<file path="src/rtl/mesc_pkg.sv">
// Shared types, constants and codes for the mesh element size and center block.
package mesc_pkg;

  localparam int COORD_BITS_DEF         = 24;
  localparam int ELEMENT_COUNT_BITS_DEF = 20;

  localparam int MAX_CORNERS  = 4;
  localparam int CORNER_IDX_W = 2;

  localparam logic [2:0] COUNTER_SAT  = 3'd7;
  localparam logic [2:0] TRI_CORNERS  = 3'd3;
  localparam logic [2:0] QUAD_CORNERS = 3'd4;

  localparam int FIELD_W = 24;
  localparam int SIZE_W  = 52;
  localparam int AVG_W   = 26;

  typedef struct packed {
    logic signed [FIELD_W-1:0] corner_x;
    logic signed [FIELD_W-1:0] corner_y;
    logic signed [FIELD_W-1:0] corner_z;
    logic                      element_end;
    logic                      mesh_end;
  } mesc_in_t;

  typedef struct packed {
    logic [SIZE_W-1:0]         size_squared;
    logic signed [FIELD_W-1:0] center_x;
    logic signed [FIELD_W-1:0] center_y;
    logic signed [FIELD_W-1:0] center_z;
    logic                      corner_count_error;
    logic                      average_valid;
    logic [AVG_W-1:0]          average_size;
  } mesc_out_t;

  typedef enum logic [4:0] {
    ST_IDLE,
    ST_CHECK,
    ST_SQ_DIFF,
    ST_SQ_MUL,
    ST_SQ_ACC,
    ST_CEN_SUM,
    ST_CEN_MAG,
    ST_CEN_MUL,
    ST_CEN_FIN,
    ST_ROOT_GO,
    ST_ROOT_WAIT,
    ST_ACCUM,
    ST_DIV_GO,
    ST_DIV_WAIT,
    ST_OUT
  } mesc_state_t;

  typedef enum logic [3:0] {
    OP_NONE,
    OP_STORE,
    OP_SQ_DIFF,
    OP_MUL,
    OP_SQ_ACC,
    OP_CEN_SUM,
    OP_CEN_MAG,
    OP_CEN_FIN,
    OP_ROOT_GO,
    OP_ACCUM,
    OP_DIV_GO,
    OP_LOAD
  } mesc_op_t;

  typedef enum logic [2:0] {
    PAIR_1_0,
    PAIR_2_1,
    PAIR_0_2,
    PAIR_2_0,
    PAIR_3_1
  } mesc_pair_t;

  typedef enum logic [1:0] {
    AXIS_X,
    AXIS_Y,
    AXIS_Z
  } mesc_axis_t;

  typedef struct packed {
    mesc_op_t   op;
    mesc_pair_t pair;
    mesc_axis_t axis;
  } mesc_cmd_t;

  typedef struct packed {
    logic item_end;
    logic elem_ok;
    logic quad;
    logic mesh;
    logic root_busy;
    logic div_busy;
    logic out_free;
  } mesc_status_t;

endpackage

</file>
<file path="src/rtl/mesc_isqrt.sv">
// Iterative integer square root, one result bit per clock cycle.
module mesc_isqrt #(
  parameter int IN_W = 50
) (
  input  logic              clk,
  input  logic              rst,
  input  logic              start,
  input  logic [IN_W-1:0]   value,
  output logic              busy,
  output logic [IN_W/2-1:0] root
);

  logic [IN_W-1:0] rem;
  logic [IN_W-1:0] res;
  logic [IN_W-1:0] bitv;
  logic [IN_W:0]   trial;
  logic            take;

  always_comb begin
    trial = {1'b0, res} + {1'b0, bitv};
    take  = ({1'b0, rem} >= trial);
  end

  always_ff @(posedge clk) begin
    if (rst) begin
      busy <= 1'b0;
    end else if (start) begin
      busy <= 1'b1;
    end else if (busy && bitv[0]) begin
      busy <= 1'b0;
    end
  end

  always_ff @(posedge clk) begin
    if (start) begin
      rem  <= value;
      res  <= '0;
      bitv <= {2'b01, {(IN_W-2){1'b0}}};
    end else if (busy) begin
      if (take) begin
        rem <= rem - trial[IN_W-1:0];
        res <= (res >> 1) + bitv;
      end else begin
        res <= res >> 1;
      end
      bitv <= bitv >> 2;
    end
  end

  assign root = res[IN_W/2-1:0];

endmodule

</file>
<file path="src/rtl/mesc_divider.sv">
// Restoring unsigned divider, one quotient bit per clock cycle.
module mesc_divider #(
  parameter int NUM_W = 45,
  parameter int DEN_W = 21
) (
  input  logic             clk,
  input  logic             rst,
  input  logic             start,
  input  logic [NUM_W-1:0] numer,
  input  logic [DEN_W-1:0] denom,
  output logic             busy,
  output logic [NUM_W-1:0] quotient
);

  localparam int CNT_W = $clog2(NUM_W + 1);

  logic [DEN_W-1:0] den;
  logic [DEN_W-1:0] rem;
  logic [NUM_W-1:0] quo;
  logic [CNT_W-1:0] cnt;
  logic [DEN_W:0]   trial;
  logic [DEN_W:0]   diff;
  logic             ge;

  always_comb begin
    trial = {rem, quo[NUM_W-1]};
    diff  = trial - {1'b0, den};
    ge    = (trial >= {1'b0, den});
  end

  always_ff @(posedge clk) begin
    if (rst) begin
      busy <= 1'b0;
      cnt  <= '0;
    end else if (start) begin
      busy <= 1'b1;
      cnt  <= CNT_W'(NUM_W);
    end else if (busy) begin
      cnt <= cnt - 1'b1;
      if (cnt == CNT_W'(1)) begin
        busy <= 1'b0;
      end
    end
  end

  always_ff @(posedge clk) begin
    if (start) begin
      den <= denom;
      rem <= '0;
      quo <= numer;
    end else if (busy) begin
      rem <= ge ? diff[DEN_W-1:0] : trial[DEN_W-1:0];
      quo <= {quo[NUM_W-2:0], ge};
    end
  end

  assign quotient = quo;

endmodule

</file>
<file path="src/rtl/mesc_datapath.sv">
// Datapath: corner store, shared multiplier, size and centroid registers, mean accumulators.
module mesc_datapath
  import mesc_pkg::*;
#(
  parameter int COORD_BITS         = COORD_BITS_DEF,
  parameter int ELEMENT_COUNT_BITS = ELEMENT_COUNT_BITS_DEF
) (
  input  logic         clk,
  input  logic         rst,
  input  mesc_cmd_t    cmd,
  output mesc_status_t status,
  input  mesc_in_t     corner,
  output logic         result_valid,
  input  logic         result_ready,
  output mesc_out_t    result
);

  localparam int OP_W        = COORD_BITS + 2;
  localparam int SQ_W        = 2 * COORD_BITS + 2;
  localparam int ROOT_W      = SQ_W / 2;
  localparam int CNT_W       = ELEMENT_COUNT_BITS + 1;
  localparam int SUM_W       = ROOT_W + ELEMENT_COUNT_BITS;
  localparam int RECIP_SHIFT = OP_W + 1;
  localparam longint unsigned RECIP_FULL = ((64'd1 << RECIP_SHIFT) + 64'd2) / 64'd3;
  localparam logic [OP_W-1:0] RECIP = OP_W'(RECIP_FULL);

  logic signed [COORD_BITS-1:0] stored_x [MAX_CORNERS];
  logic signed [COORD_BITS-1:0] stored_y [MAX_CORNERS];
  logic signed [COORD_BITS-1:0] stored_z [MAX_CORNERS];
  logic [COORD_BITS-1:0]        axis_coord [MAX_CORNERS];

  logic [2:0]              corner_counter;
  logic [2:0]              counter_inc;
  logic [2:0]              corner_total;
  logic                    mesh_flag;
  logic                    elem_ok;
  logic                    quad;
  logic                    item_end;

  logic [COORD_BITS-1:0]   pair_a;
  logic [COORD_BITS-1:0]   pair_b;
  logic [COORD_BITS:0]     diff;
  logic [COORD_BITS:0]     diff_neg;
  logic [COORD_BITS-1:0]   diff_mag;

  logic [OP_W-1:0]         mul_a;
  logic [OP_W-1:0]         mul_b;
  logic [2*OP_W-1:0]       product;

  logic [SQ_W-1:0]         dist_acc;
  logic [SQ_W-1:0]         dist_sum;
  logic [SQ_W-1:0]         size_max;

  logic [OP_W-1:0]         center_total;
  logic [OP_W-1:0]         center_sum;
  logic [OP_W-1:0]         center_mag;
  logic                    center_neg;
  logic [OP_W-1:0]         q_mag;
  logic [OP_W-1:0]         q_signed;
  logic signed [COORD_BITS-1:0] center_x;
  logic signed [COORD_BITS-1:0] center_y;
  logic signed [COORD_BITS-1:0] center_z;

  logic [SUM_W-1:0]        size_root_sum;
  logic [CNT_W-1:0]        element_counter;

  logic                    root_busy;
  logic [ROOT_W-1:0]       root_value;
  logic                    div_busy;
  logic [SUM_W-1:0]        quotient;
  logic                    out_free;
  mesc_out_t               result_next;

  function automatic logic [OP_W-1:0] ext_coord(input logic [COORD_BITS-1:0] c);
    return {{2{c[COORD_BITS-1]}}, c};
  endfunction

  assign item_end    = corner.element_end | corner.mesh_end;
  assign elem_ok     = (corner_total == TRI_CORNERS) || (corner_total == QUAD_CORNERS);
  assign quad        = (corner_total == QUAD_CORNERS);
  assign out_free    = !result_valid || result_ready;
  assign counter_inc = (corner_counter < COUNTER_SAT) ? corner_counter + 3'd1 : corner_counter;

  always_comb begin
    for (int i = 0; i < MAX_CORNERS; i++) begin
      case (cmd.axis)
        AXIS_Y:  axis_coord[i] = stored_y[i];
        AXIS_Z:  axis_coord[i] = stored_z[i];
        default: axis_coord[i] = stored_x[i];
      endcase
    end
  end

  always_comb begin
    case (cmd.pair)
      PAIR_1_0: begin
        pair_a = axis_coord[1];
        pair_b = axis_coord[0];
      end
      PAIR_2_1: begin
        pair_a = axis_coord[2];
        pair_b = axis_coord[1];
      end
      PAIR_0_2: begin
        pair_a = axis_coord[0];
        pair_b = axis_coord[2];
      end
      PAIR_2_0: begin
        pair_a = axis_coord[2];
        pair_b = axis_coord[0];
      end
      default: begin
        pair_a = axis_coord[3];
        pair_b = axis_coord[1];
      end
    endcase
  end

  always_comb begin
    diff     = {pair_a[COORD_BITS-1], pair_a} - {pair_b[COORD_BITS-1], pair_b};
    diff_neg = -diff;
    diff_mag = diff[COORD_BITS] ? diff_neg[COORD_BITS-1:0] : diff[COORD_BITS-1:0];
    dist_sum = dist_acc + SQ_W'(product);
    center_total = ext_coord(axis_coord[0]) + ext_coord(axis_coord[1])
                 + ext_coord(axis_coord[2]) + (quad ? ext_coord(axis_coord[3]) : '0);
    center_mag = center_sum[OP_W-1] ? -center_sum : center_sum;
    q_mag      = quad ? (mul_a >> 2) : OP_W'(product >> RECIP_SHIFT);
    q_signed   = center_neg ? -q_mag : q_mag;
  end

  always_comb begin
    result_next = '0;
    result_next.corner_count_error = !elem_ok;
    result_next.average_valid      = mesh_flag;
    if (elem_ok) begin
      result_next.size_squared = SIZE_W'(size_max);
      result_next.center_x     = FIELD_W'(center_x);
      result_next.center_y     = FIELD_W'(center_y);
      result_next.center_z     = FIELD_W'(center_z);
    end
    if (mesh_flag && (element_counter != '0)) begin
      result_next.average_size = AVG_W'(quotient);
    end
  end

  always_ff @(posedge clk) begin
    if (rst) begin
      corner_counter  <= '0;
      size_root_sum   <= '0;
      element_counter <= '0;
      result_valid    <= 1'b0;
    end else begin
      if (cmd.op == OP_STORE) begin
        corner_counter <= item_end ? 3'd0 : counter_inc;
      end
      if ((cmd.op == OP_ACCUM) && elem_ok && !element_counter[ELEMENT_COUNT_BITS]) begin
        size_root_sum   <= size_root_sum + SUM_W'(root_value);
        element_counter <= element_counter + 1'b1;
      end
      if (cmd.op == OP_LOAD) begin
        result_valid <= 1'b1;
        if (mesh_flag) begin
          size_root_sum   <= '0;
          element_counter <= '0;
        end
      end else if (result_ready) begin
        result_valid <= 1'b0;
      end
    end
  end

  always_ff @(posedge clk) begin
    case (cmd.op)
      OP_STORE: begin
        if (corner_counter < 3'(MAX_CORNERS)) begin
          stored_x[corner_counter[CORNER_IDX_W-1:0]] <= corner.corner_x[COORD_BITS-1:0];
          stored_y[corner_counter[CORNER_IDX_W-1:0]] <= corner.corner_y[COORD_BITS-1:0];
          stored_z[corner_counter[CORNER_IDX_W-1:0]] <= corner.corner_z[COORD_BITS-1:0];
        end
        if (item_end) begin
          corner_total <= counter_inc;
          mesh_flag    <= corner.mesh_end;
          dist_acc     <= '0;
          size_max     <= '0;
        end
      end
      OP_SQ_DIFF: begin
        mul_a <= OP_W'(diff_mag);
        mul_b <= OP_W'(diff_mag);
      end
      OP_MUL: begin
        product <= mul_a * mul_b;
      end
      OP_SQ_ACC: begin
        if (cmd.axis == AXIS_Z) begin
          dist_acc <= '0;
          if (dist_sum > size_max) begin
            size_max <= dist_sum;
          end
        end else begin
          dist_acc <= dist_sum;
        end
      end
      OP_CEN_SUM: begin
        center_sum <= center_total;
      end
      OP_CEN_MAG: begin
        center_neg <= center_sum[OP_W-1];
        mul_a      <= center_mag;
        mul_b      <= RECIP;
      end
      OP_CEN_FIN: begin
        case (cmd.axis)
          AXIS_Y:  center_y <= q_signed[COORD_BITS-1:0];
          AXIS_Z:  center_z <= q_signed[COORD_BITS-1:0];
          default: center_x <= q_signed[COORD_BITS-1:0];
        endcase
      end
      OP_LOAD: begin
        result <= result_next;
      end
      default: begin
      end
    endcase
  end

  mesc_isqrt #(
    .IN_W(SQ_W)
  ) u_isqrt (
    .clk   (clk),
    .rst   (rst),
    .start (cmd.op == OP_ROOT_GO),
    .value (size_max),
    .busy  (root_busy),
    .root  (root_value)
  );

  mesc_divider #(
    .NUM_W(SUM_W),
    .DEN_W(CNT_W)
  ) u_divider (
    .clk      (clk),
    .rst      (rst),
    .start    (cmd.op == OP_DIV_GO),
    .numer    (size_root_sum),
    .denom    (element_counter),
    .busy     (div_busy),
    .quotient (quotient)
  );

  always_comb begin
    status.item_end  = item_end;
    status.elem_ok   = elem_ok;
    status.quad      = quad;
    status.mesh      = mesh_flag;
    status.root_busy = root_busy;
    status.div_busy  = div_busy;
    status.out_free  = out_free;
  end

endmodule

</file>
<file path="src/rtl/mesc_ctrl.sv">
// Controller state machine that sequences the datapath for each ended element.
module mesc_ctrl
  import mesc_pkg::*;
(
  input  logic         clk,
  input  logic         rst,
  input  logic         corner_valid,
  output logic         corner_ready,
  input  mesc_status_t status,
  output mesc_cmd_t    cmd
);

  mesc_state_t state;
  mesc_state_t state_next;
  logic [1:0]  pair_idx;
  logic [1:0]  pair_idx_next;
  mesc_axis_t  axis;
  mesc_axis_t  axis_next;
  mesc_axis_t  axis_inc;
  mesc_pair_t  pair_code;
  logic        pair_last;

  always_comb begin
    case (axis)
      AXIS_X:  axis_inc = AXIS_Y;
      AXIS_Y:  axis_inc = AXIS_Z;
      default: axis_inc = AXIS_X;
    endcase
  end

  always_comb begin
    if (status.quad) begin
      pair_code = (pair_idx == 2'd0) ? PAIR_2_0 : PAIR_3_1;
      pair_last = (pair_idx == 2'd1);
    end else begin
      case (pair_idx)
        2'd0:    pair_code = PAIR_1_0;
        2'd1:    pair_code = PAIR_2_1;
        default: pair_code = PAIR_0_2;
      endcase
      pair_last = (pair_idx == 2'd2);
    end
  end

  always_comb begin
    state_next    = state;
    pair_idx_next = pair_idx;
    axis_next     = axis;
    case (state)
      ST_IDLE: begin
        if (corner_valid && status.item_end) begin
          state_next = ST_CHECK;
        end
      end
      ST_CHECK: begin
        pair_idx_next = 2'd0;
        axis_next     = AXIS_X;
        state_next    = status.elem_ok ? ST_SQ_DIFF : ST_ACCUM;
      end
      ST_SQ_DIFF: state_next = ST_SQ_MUL;
      ST_SQ_MUL:  state_next = ST_SQ_ACC;
      ST_SQ_ACC: begin
        if (axis != AXIS_Z) begin
          axis_next  = axis_inc;
          state_next = ST_SQ_DIFF;
        end else begin
          axis_next = AXIS_X;
          if (pair_last) begin
            state_next = ST_CEN_SUM;
          end else begin
            pair_idx_next = pair_idx + 2'd1;
            state_next    = ST_SQ_DIFF;
          end
        end
      end
      ST_CEN_SUM: state_next = ST_CEN_MAG;
      ST_CEN_MAG: state_next = ST_CEN_MUL;
      ST_CEN_MUL: state_next = ST_CEN_FIN;
      ST_CEN_FIN: begin
        if (axis != AXIS_Z) begin
          axis_next  = axis_inc;
          state_next = ST_CEN_SUM;
        end else begin
          state_next = ST_ROOT_GO;
        end
      end
      ST_ROOT_GO: state_next = ST_ROOT_WAIT;
      ST_ROOT_WAIT: begin
        if (!status.root_busy) begin
          state_next = ST_ACCUM;
        end
      end
      ST_ACCUM: state_next = status.mesh ? ST_DIV_GO : ST_OUT;
      ST_DIV_GO: state_next = ST_DIV_WAIT;
      ST_DIV_WAIT: begin
        if (!status.div_busy) begin
          state_next = ST_OUT;
        end
      end
      ST_OUT: begin
        if (status.out_free) begin
          state_next = ST_IDLE;
        end
      end
      default: state_next = ST_IDLE;
    endcase
  end

  always_comb begin
    corner_ready = 1'b0;
    cmd.op       = OP_NONE;
    cmd.pair     = pair_code;
    cmd.axis     = axis;
    case (state)
      ST_IDLE: begin
        corner_ready = 1'b1;
        if (corner_valid) begin
          cmd.op = OP_STORE;
        end
      end
      ST_SQ_DIFF: cmd.op = OP_SQ_DIFF;
      ST_SQ_MUL:  cmd.op = OP_MUL;
      ST_SQ_ACC:  cmd.op = OP_SQ_ACC;
      ST_CEN_SUM: cmd.op = OP_CEN_SUM;
      ST_CEN_MAG: cmd.op = OP_CEN_MAG;
      ST_CEN_MUL: cmd.op = OP_MUL;
      ST_CEN_FIN: cmd.op = OP_CEN_FIN;
      ST_ROOT_GO: cmd.op = OP_ROOT_GO;
      ST_ACCUM:   cmd.op = OP_ACCUM;
      ST_DIV_GO:  cmd.op = OP_DIV_GO;
      ST_OUT: begin
        if (status.out_free) begin
          cmd.op = OP_LOAD;
        end
      end
      default: begin
      end
    endcase
  end

  always_ff @(posedge clk) begin
    if (rst) begin
      state    <= ST_IDLE;
      pair_idx <= 2'd0;
      axis     <= AXIS_X;
    end else begin
      state    <= state_next;
      pair_idx <= pair_idx_next;
      axis     <= axis_next;
    end
  end

endmodule

</file>
<file path="src/rtl/mesh_element_size_and_center_core.sv">
// Top level of the mesh element size and center block. Corners arrive one per transfer
// and are stored as they are taken; a corner that ends an element holds off the next
// transfer while the controller runs the shared multiplier over the squared edges or
// diagonals and the three centroid divisions, then the bit-serial square root. An element
// with a bad corner count skips these steps. The corner that ends the mesh adds the mean
// division, one bit per cycle. A finished result waits in the output register, so the
// next corner transfer can be taken before the result is taken.
module mesh_element_size_and_center_core
  import mesc_pkg::*;
#(
  parameter int COORD_BITS         = COORD_BITS_DEF,
  parameter int ELEMENT_COUNT_BITS = ELEMENT_COUNT_BITS_DEF
) (
  input  logic      clk,
  input  logic      rst,
  input  logic      corner_valid,
  output logic      corner_ready,
  input  mesc_in_t  corner,
  output logic      result_valid,
  input  logic      result_ready,
  output mesc_out_t result
);

  mesc_cmd_t    cmd;
  mesc_status_t status;

  mesc_ctrl u_ctrl (
    .clk          (clk),
    .rst          (rst),
    .corner_valid (corner_valid),
    .corner_ready (corner_ready),
    .status       (status),
    .cmd          (cmd)
  );

  mesc_datapath #(
    .COORD_BITS        (COORD_BITS),
    .ELEMENT_COUNT_BITS(ELEMENT_COUNT_BITS)
  ) u_datapath (
    .clk          (clk),
    .rst          (rst),
    .cmd          (cmd),
    .status       (status),
    .corner       (corner),
    .result_valid (result_valid),
    .result_ready (result_ready),
    .result       (result)
  );

endmodule
</file>
<file path="config.mk">
export PLATFORM = sky130hd
export DESIGN_NAME = mesh_element_size_and_center_core
export DESIGN_NICKNAME = d
export VERILOG_FILES = /design/src/rtl/mesc_pkg.sv /design/src/rtl/mesc_isqrt.sv /design/src/rtl/mesc_divider.sv /design/src/rtl/mesc_datapath.sv /design/src/rtl/mesc_ctrl.sv /design/src/rtl/mesh_element_size_and_center_core.sv
export SDC_FILE = /design/constraint.sdc
export NUM_CORES = 2
export LEC_CHECK = 0
export ABC_AREA = 1
export BUFFER_PORTS_ARGS = -buffer_cell sky130_fd_sc_hd__buf_2
export CAP_MARGIN = 15
export CORE_ASPECT_RATIO = 1.2
export CORE_UTILIZATION = 55
export CTS_CLUSTER_SIZE = 30
export DETAILED_ROUTE_END_ITERATION = 8
export PLACE_DENSITY = 0.72
export SYNTH_ARGS = -nofsm -noshare
export SYNTH_HDL_FRONTEND = slang
export SYNTH_SLANG_ARGS = --single-unit
export TNS_END_PERCENT = 50
</file>
<file path="constraint.sdc">
create_clock -name clk -period 10.8 [get_ports clk]
set_input_delay 1.62 -clock clk [delete_from_list [all_inputs] [get_ports clk]]
set_output_delay 1.62 -clock clk [all_outputs]
set_load 0.01 [all_outputs]
</file>
Word level (Yosys, flattened, before mapping)

Memories as Yosys holds them, arrays and structs flattened.
Cells that the tools add are included.

Bits in registers: 757
Memory bits (writable): 288
Input bits: 78
Word-level logic and storage cells: 221
Output and inout port bits: 154
Memories kept: 3

Reduce and logical (&&, ||, !) cells: 39
Multipliers: 1
Order comparisons: 5
Equality and inequality tests: 46
Bitwise gates (word level): 2
$add $sub $neg: 17
Multiplexer cells: 71

Memory list:

| memory              | words | width | rd ports | clocked after Yosys merged registers in | write ports | RTL line            | RTL |
|---|---|---|---|---|---|---|---|
| u_datapath.stored_x | 4     | 24    | 4        | 0                                       | 1           | mesc_datapath.sv:27 | `logic signed [COORD_BITS-1:0] stored_x [MAX_CORNERS];` |
| u_datapath.stored_y | 4     | 24    | 4        | 0                                       | 1           | mesc_datapath.sv:28 | `logic signed [COORD_BITS-1:0] stored_y [MAX_CORNERS];` |
| u_datapath.stored_z | 4     | 24    | 4        | 0                                       | 1           | mesc_datapath.sv:29 | `logic signed [COORD_BITS-1:0] stored_z [MAX_CORNERS];` |

Operator list:

| kind                                                             | count |
|---|---|
| 50-bit 2-to-1 mux                                                | 8 |
| 24-bit one-hot mux with 2 select lines                           | 5 |
| 45-bit 2-to-1 mux                                                | 5 |
| 50-bit one-hot mux with 2 select lines                           | 2 |
| 26-bit one-hot mux with 2 select lines                           | 2 |
| 21-bit 2-to-1 mux                                                | 4 |
| 5-bit one-hot mux with 15 select lines                           | 1 |
| 24-bit 2-to-1 mux                                                | 3 |
| 24-bit one-hot mux with 3 select lines                           | 1 |
| 26-bit adder                                                     | 2 |
| 26-bit 2-to-1 mux                                                | 2 |
| 50-bit by 49-bit adder with 51-bit output                        | 1 |
| 50-bit by 51-bit greater-or-equal comparator with 1-bit output   | 1 |
| 26-bit by 26-bit multiplier with 51-bit output                   | 1 |
| 49-bit by 49-bit adder with 50-bit output                        | 1 |
| 50-bit adder                                                     | 1 |
| 50-bit greater-than comparator                                   | 1 |
| 50-bit subtractor                                                | 1 |
| 24-bit negation                                                  | 2 |
| 45-bit by 25-bit adder with 45-bit output                        | 1 |
| 4-bit one-hot mux with 11 select lines                           | 1 |
| 5-bit by 4-bit == test with 1-bit output (second input constant) | 7 |
| 26-bit negation                                                  | 1 |
| 24-bit by 24-bit adder with 25-bit output                        | 1 |
| other kinds (46)                                                 | 126 |

Logic depth before layout (Yosys ltp)

Depth after elaboration: 10
Gate-level depth with buffers: 35
Gate-level depth less buffers: 34

By module

Synthesis repeated with hierarchy kept, for this count alone.

Cell total of the unflattened synthesis: 10533
Area, all modules: 85559.6 um^2

Modules (own cells, without submodules):

| module        | instances | area an instance (um^2) | seq. area each (um^2) | cells an instance |
|---|---|---|---|---|
| mesc_datapath | 1         | 65223.8                 | 23712.7               | 7386 |
| mesc_isqrt    | 1         | 14057.2                 | 3022.9                | 2314 |
| mesc_divider  | 1         | 5515.3                  | 2542.4                | 694 |
| mesc_ctrl     | 1         | 763.2                   | 160.2                 | 139 |

Least setup slack after synthesis

No wires, ideal clock.

Kind: flip-flop to flip-flop
From: register u_datapath.dist_acc[0]
To: register u_datapath.size_max[0], enable pin
Arrival time: 6.743 ns
Period minus slack after synthesis: 7.263 ns
Library setup time: 0.519 ns
Stages on the path, launching flop included: 25
Required time: 10.281 ns
Path slack: 3.537 ns
Path buffers: 0
Cell sequence: edfxtp_1 > ha_1 > fa_1 > nand2_1 > inv_1 > nand2_1 > nand2_1 > nand2_1 > nand2_1 > nand2_1 > nand2_1 > a21oi_1 > o21ai_1 > a21oi_2 > o21ai_1 > xor2_1 > inv_1 > ha_1 > nand3_1 > nor3_1 > nand4_1 > a31o_2 > nand3_1 > a21oi_1 > nor3_1

Word-level cells in the longest chain between the ends: 4

RTL lines:

| item                                                              | RTL line             | RTL |
|---|---|---|
| start, declared                                                   | mesc_datapath.sv:50  | `logic [SQ_W-1:0] dist_acc;` |
| start signal, assigned                                            | mesc_datapath.sv:201 | `dist_acc <= dist_sum;` |
| 50-bit adder                                                      | mesc_datapath.sv:123 | `dist_sum = dist_acc + SQ_W'(product);` |
| named net u_datapath.dist_sum[30]                                 | mesc_datapath.sv:51  | `logic [SQ_W-1:0] dist_sum;` |
| 50-bit greater-than comparator                                    | mesc_datapath.sv:197 | `if (dist_sum > size_max) begin` |
| 2-bit by 1-bit inequality test with 1-bit output (no source line) | --                   |  |
| 4-bit AND reduction (no source line)                              | --                   |  |
| end signal, assigned                                              | mesc_datapath.sv:198 | `size_max <= dist_sum;` |
| end, declared                                                     | mesc_datapath.sv:52  | `logic [SQ_W-1:0] size_max;` |

The timed path passes the listed nets, and every way through them passes these cells.
A chain may end at the register's enable or synchronous reset.

Final worst setup path

From: register u_datapath.mul_a[7]
To: register u_datapath.product[47] (data pin)

Word-level cells in the longest chain between the ends: 1

RTL lines:

| item                                           | RTL line             | RTL |
|---|---|---|
| start, declared                                | mesc_datapath.sv:46  | `logic [OP_W-1:0] mul_a;` |
| start signal, assigned                         | mesc_datapath.sv:188 | `mul_a <= OP_W'(diff_mag);` |
| start signal, assigned                         | mesc_datapath.sv:209 | `mul_a <= center_mag;` |
| 26-bit by 26-bit multiplier with 51-bit output | mesc_datapath.sv:192 | `product <= mul_a * mul_b;` |
| end signal, assigned                           | mesc_datapath.sv:192 |  |
| end, declared                                  | mesc_datapath.sv:48  | `logic [2*OP_W-1:0] product;` |

Every way passes these cells.

==> results.cfg <==
[logic_synthesis]
synthesis.area_per_instance_sq_um = 8.15
synth.top_cell.area_share_pct = 30.5
synth_cell_type_count = 70
yosys_warnings = 0
synth_enable_flop_cells = 859
post_synth_inst_count = 10400
syn_area_sq_mm = 0.0847
ys_top_cells_by_area = sky130_fd_sc_hd__edfxtp_1 30%, sky130_fd_sc_hd__fa_1 14%, sky130_fd_sc_hd__nand2_1 9.9%
synth.top_cells.by_count = 2240 x sky130_fd_sc_hd__nand2_1, 2203 x sky130_fd_sc_hd__inv_1, 859 x sky130_fd_sc_hd__edfxtp_1
postSynth.asyncResetShare_pct = 0
most_numerous_cell_in_the_yosys_netlist = sky130_fd_sc_hd__nand2_1
postSynth.topFlopCell = sky130_fd_sc_hd__edfxtp_1
seq_area_frac_synth_pct = 34.8
synth_top_cell_by_area = sky130_fd_sc_hd__edfxtp_1
synth.ff_latch_count = 1041

[clock_tree]
tritoncts_clock_tree = yes
setup_fix_bufs_post_cts = 0
clkLatencyLatePin_ns = 0.77
cts_hold_buffers = 0
cts_resized = 0
h-tree-depth = 3
tritoncts_num_sinks = 1041
tritoncts.num_buffers = 110
clock_pin_transition_on_the_worst_setup_and_hold_timing_paths_ns = 0.07
cts_max_path_buffers = 3
cts.root.buffer_cell = sky130_fd_sc_hd__clkbuf_16

[placement]
dp_hpwl_um = 201000
routabilityCongestion = 1.01
numPortBuffers = 229

[setup_path]
critical_path_buf_inv_count = 7
cp-start-kind = flop
worstPathRequired_ns = 11.30
crit_path_end_kind = flop
crit_slowest_cell = sky130_fd_sc_hd__edfxtp_1
worst-setup-path-type = reg -> reg
cp_slowest_stage_delay_ns = 0.87
cpLargestDelayFamily = adder cells
critical_path_arrival_ns = 8.31
worst-r2r-setup-slack_ns = 3.00
crit_top_cell = sky130_fd_sc_hd__fa_1
timing.critical_path.fanout_max = 14
worst-r2r-cell-count = 25
r2r_end = u_datapath.product[47]
r2r_start = u_datapath.mul_a[7]

[run]
timing.max_cap.violations = 0

[sta]
achievable-frequency_mhz = 128
slew_headroom_pct = 15.0
max_slew.worst_pin.slew_ns = 1.27
setup_total_negative_slack_ns = 0
setup-violations-final = 0
post-route-min-period_ns = 7.80
post-route-period-util_pct = 72.3
maxSlewViolCount = 0
rsz0062_at_grt = no
timing.clock.skew_ns = 0.0529
final_hold_viol_count = 0

[die]
floorplan.core_area_sq_mm = 0.153
horizontal_extent_of_the_die_um = 360
die_boundary_height_um = 432
floorplan.rows = 157
initial_core_util_pct = 55.5
floorplan.die_area_sq_mm = 0.155
floorplan.io_pins = 232

[hold_path]
hold-path-endpoint = u_datapath.u_divider.rem[8]
hp-start = u_datapath.u_divider.rem[8]
min_path_type = reg -> reg
timing.hold.worst_path_depth = 2

[global_routing]
global_route.overflow_total = 0
grt_start_max_net_pins = 177
grt_first_pass_wirelength_um = 400000
globalRouteTotalUtil_pct = 33.4
antenna_found_initial = 8
grt_pass1_vias = 70600

[detailed_routing]
vias_per_cell = 5.58
number_of_iterations_in_the_first_detailed_routing_pass = 8
remaining_drc_errors = 0
drtAntennaViolNets = 0
routed-via-count = 70100
drt_first_iter_violations = 5901
detail_route.wirelength_um = 261000
routed_wire_length_per_instance_um = 20.7

[cells_and_area]
seq_area_sq_mm = 0.0294
layout.filler_cells = 13600
areaGrowthSynthToFinish_pct = 8.22
multiInputGateArea_sq_mm = 0.0456
drive_above_1_share_pct = 6.31
num-nets-final = 11700

[status]
outcome = finished clean
-- worst reg2reg max path: stages (launching register included) --
cell	delay, ns
sky130_fd_sc_hd__edfxtp_1	0.87
sky130_fd_sc_hd__buf_4	0.43
sky130_fd_sc_hd__nand2_1	0.14
sky130_fd_sc_hd__fa_1	0.55
sky130_fd_sc_hd__inv_1	0.05
sky130_fd_sc_hd__fa_1	0.49
sky130_fd_sc_hd__inv_1	0.05
sky130_fd_sc_hd__fa_1	0.54
sky130_fd_sc_hd__inv_1	0.05
sky130_fd_sc_hd__fa_1	0.50
sky130_fd_sc_hd__fa_1	0.43
sky130_fd_sc_hd__fa_1	0.49
sky130_fd_sc_hd__inv_1	0.05
sky130_fd_sc_hd__fa_1	0.47
sky130_fd_sc_hd__inv_1	0.04
sky130_fd_sc_hd__ha_1	0.42
sky130_fd_sc_hd__nand2_1	0.16
sky130_fd_sc_hd__nor2_1	0.17
sky130_fd_sc_hd__inv_1	0.09
sky130_fd_sc_hd__nor2_1	0.15
sky130_fd_sc_hd__nand4_1	0.09
sky130_fd_sc_hd__o21ai_0	0.65
sky130_fd_sc_hd__nand2_1	0.11
sky130_fd_sc_hd__o211ai_1	0.23
sky130_fd_sc_hd__a31oi_1	0.16
sky130_fd_sc_hd__xnor2_1	0.15
-- flip-flops by register name, indices dropped and copies added (netlist names), 50 cells and up --
signal                  count
u_datapath.dist_acc        50
u_datapath.stored_x        96
u_datapath.size_max        50
u_datapath.product         51
u_datapath.u_isqrt.rem     50
u_datapath.stored_z        96
u_datapath.result         150
u_datapath.stored_y        96
u_datapath.u_isqrt.res     50
-- cell families (layout without fill, tap and decap cells) --
kind of cell    Yosys count  in the layout  share of synthesized area [%]
simple gates           3833           3833                           18.7
buf+inv                2571           2759                           11.5
compound gates         1506           1506                           10.0
fa+ha+maj              1127           1127                           21.8
flops                  1041           1041                           34.8
xor+xnor                301            301                           3.11
mux                       6              6                         0.0709
other cells               1              5                        0.00443
-- placed cells by master, fill, tap and decap left out, types with 83 or more instances in the layout --
| cell type | netlist | routed |
|---|---|---|
| sky130_fd_sc_hd__nand3_1 | 456 | 456 |
| sky130_fd_sc_hd__buf_2 | 20 | 229 |
| sky130_fd_sc_hd__xnor2_1 | 114 | 114 |
| sky130_fd_sc_hd__edfxtp_1 | 859 | 859 |
| sky130_fd_sc_hd__nor3_1 | 84 | 83 |
| sky130_fd_sc_hd__fa_1 | 580 | 580 |
| sky130_fd_sc_hd__clkbuf_16 | 0 | 116 |
| sky130_fd_sc_hd__a21oi_1 | 549 | 549 |
| sky130_fd_sc_hd__ha_1 | 547 | 544 |
| sky130_fd_sc_hd__dfxtp_1 | 182 | 181 |
| sky130_fd_sc_hd__inv_1 | 2203 | 2199 |
| sky130_fd_sc_hd__nor2_1 | 803 | 790 |
| sky130_fd_sc_hd__xor2_1 | 187 | 187 |
| sky130_fd_sc_hd__o21ai_0 | 524 | 523 |
| sky130_fd_sc_hd__buf_4 | 4 | 94 |
| sky130_fd_sc_hd__nand2_1 | 2240 | 2239 |
-- per-layer routing --
layer	global-route usage (%)	up-vias	part of all wire, %
met5	0	-	0.010
met4	17.8	4	5.9
met3	4.83	678	6.9
met2	58.5	2661	49
met1	39.7	33700	38
li1	-	33100	-
-- per-stage QoR --
| step | util [%] | cells | cell area (sq um) | worst slack, ns | hold slack [ns] |
|---|---|---|---|---|---|
| floorplan | - | 10400 | 84700 | 3.54 | 0.422 |
| global placement | 57.5 | 12400 | 87800 | 3.18 | 0.447 |
| detailed placement | 57.6 | 12400 | 87800 | 3.10 | 0.454 |
| CTS | 60.0 | 12600 | 91600 | 3.08 | 0.469 |
| global route | 60.0 | 12600 | 91600 | 2.82 | 0.485 |
| finish | 60.0 | 12600 | 91600 | 3.00 | 0.477 |
-- worst max path at each step --
| stage | end | startpoint | cells after the start |
|---|---|---|---|
| 2_1_floorplan | u_datapath.size_max[0] | u_datapath.dist_acc[0] | 24 |
| 3_3_place_gp | u_datapath.product[47] | u_datapath.mul_b[20] | 22 |
| 3_5_place_dp | u_datapath.product[50] | u_datapath.mul_b[16] | 23 |
| 4_1_cts | u_datapath.product[50] | u_datapath.mul_b[16] | 23 |
| 5_1_grt | u_datapath.product[47] | u_datapath.mul_a[7] | 25 |
| 6_report | u_datapath.product[47] | u_datapath.mul_a[7] | 25 |
-- area by class of cell --
class	instances	area share, %
Tap cell	1987	2.71
Multi-Input combinational cell	6775	49.8
Inverter	2225	9.12
Antenna cell	3	0.00819
Sequential cell	1041	32.1
Clock inverter	69	0.784
Clock buffer	137	3.30
Timing Repair Buffer	328	2.16
Power is left out: the tool's default activity adds up to more than one toggle a clock period on the data nets, which glitch-free logic cannot reach.
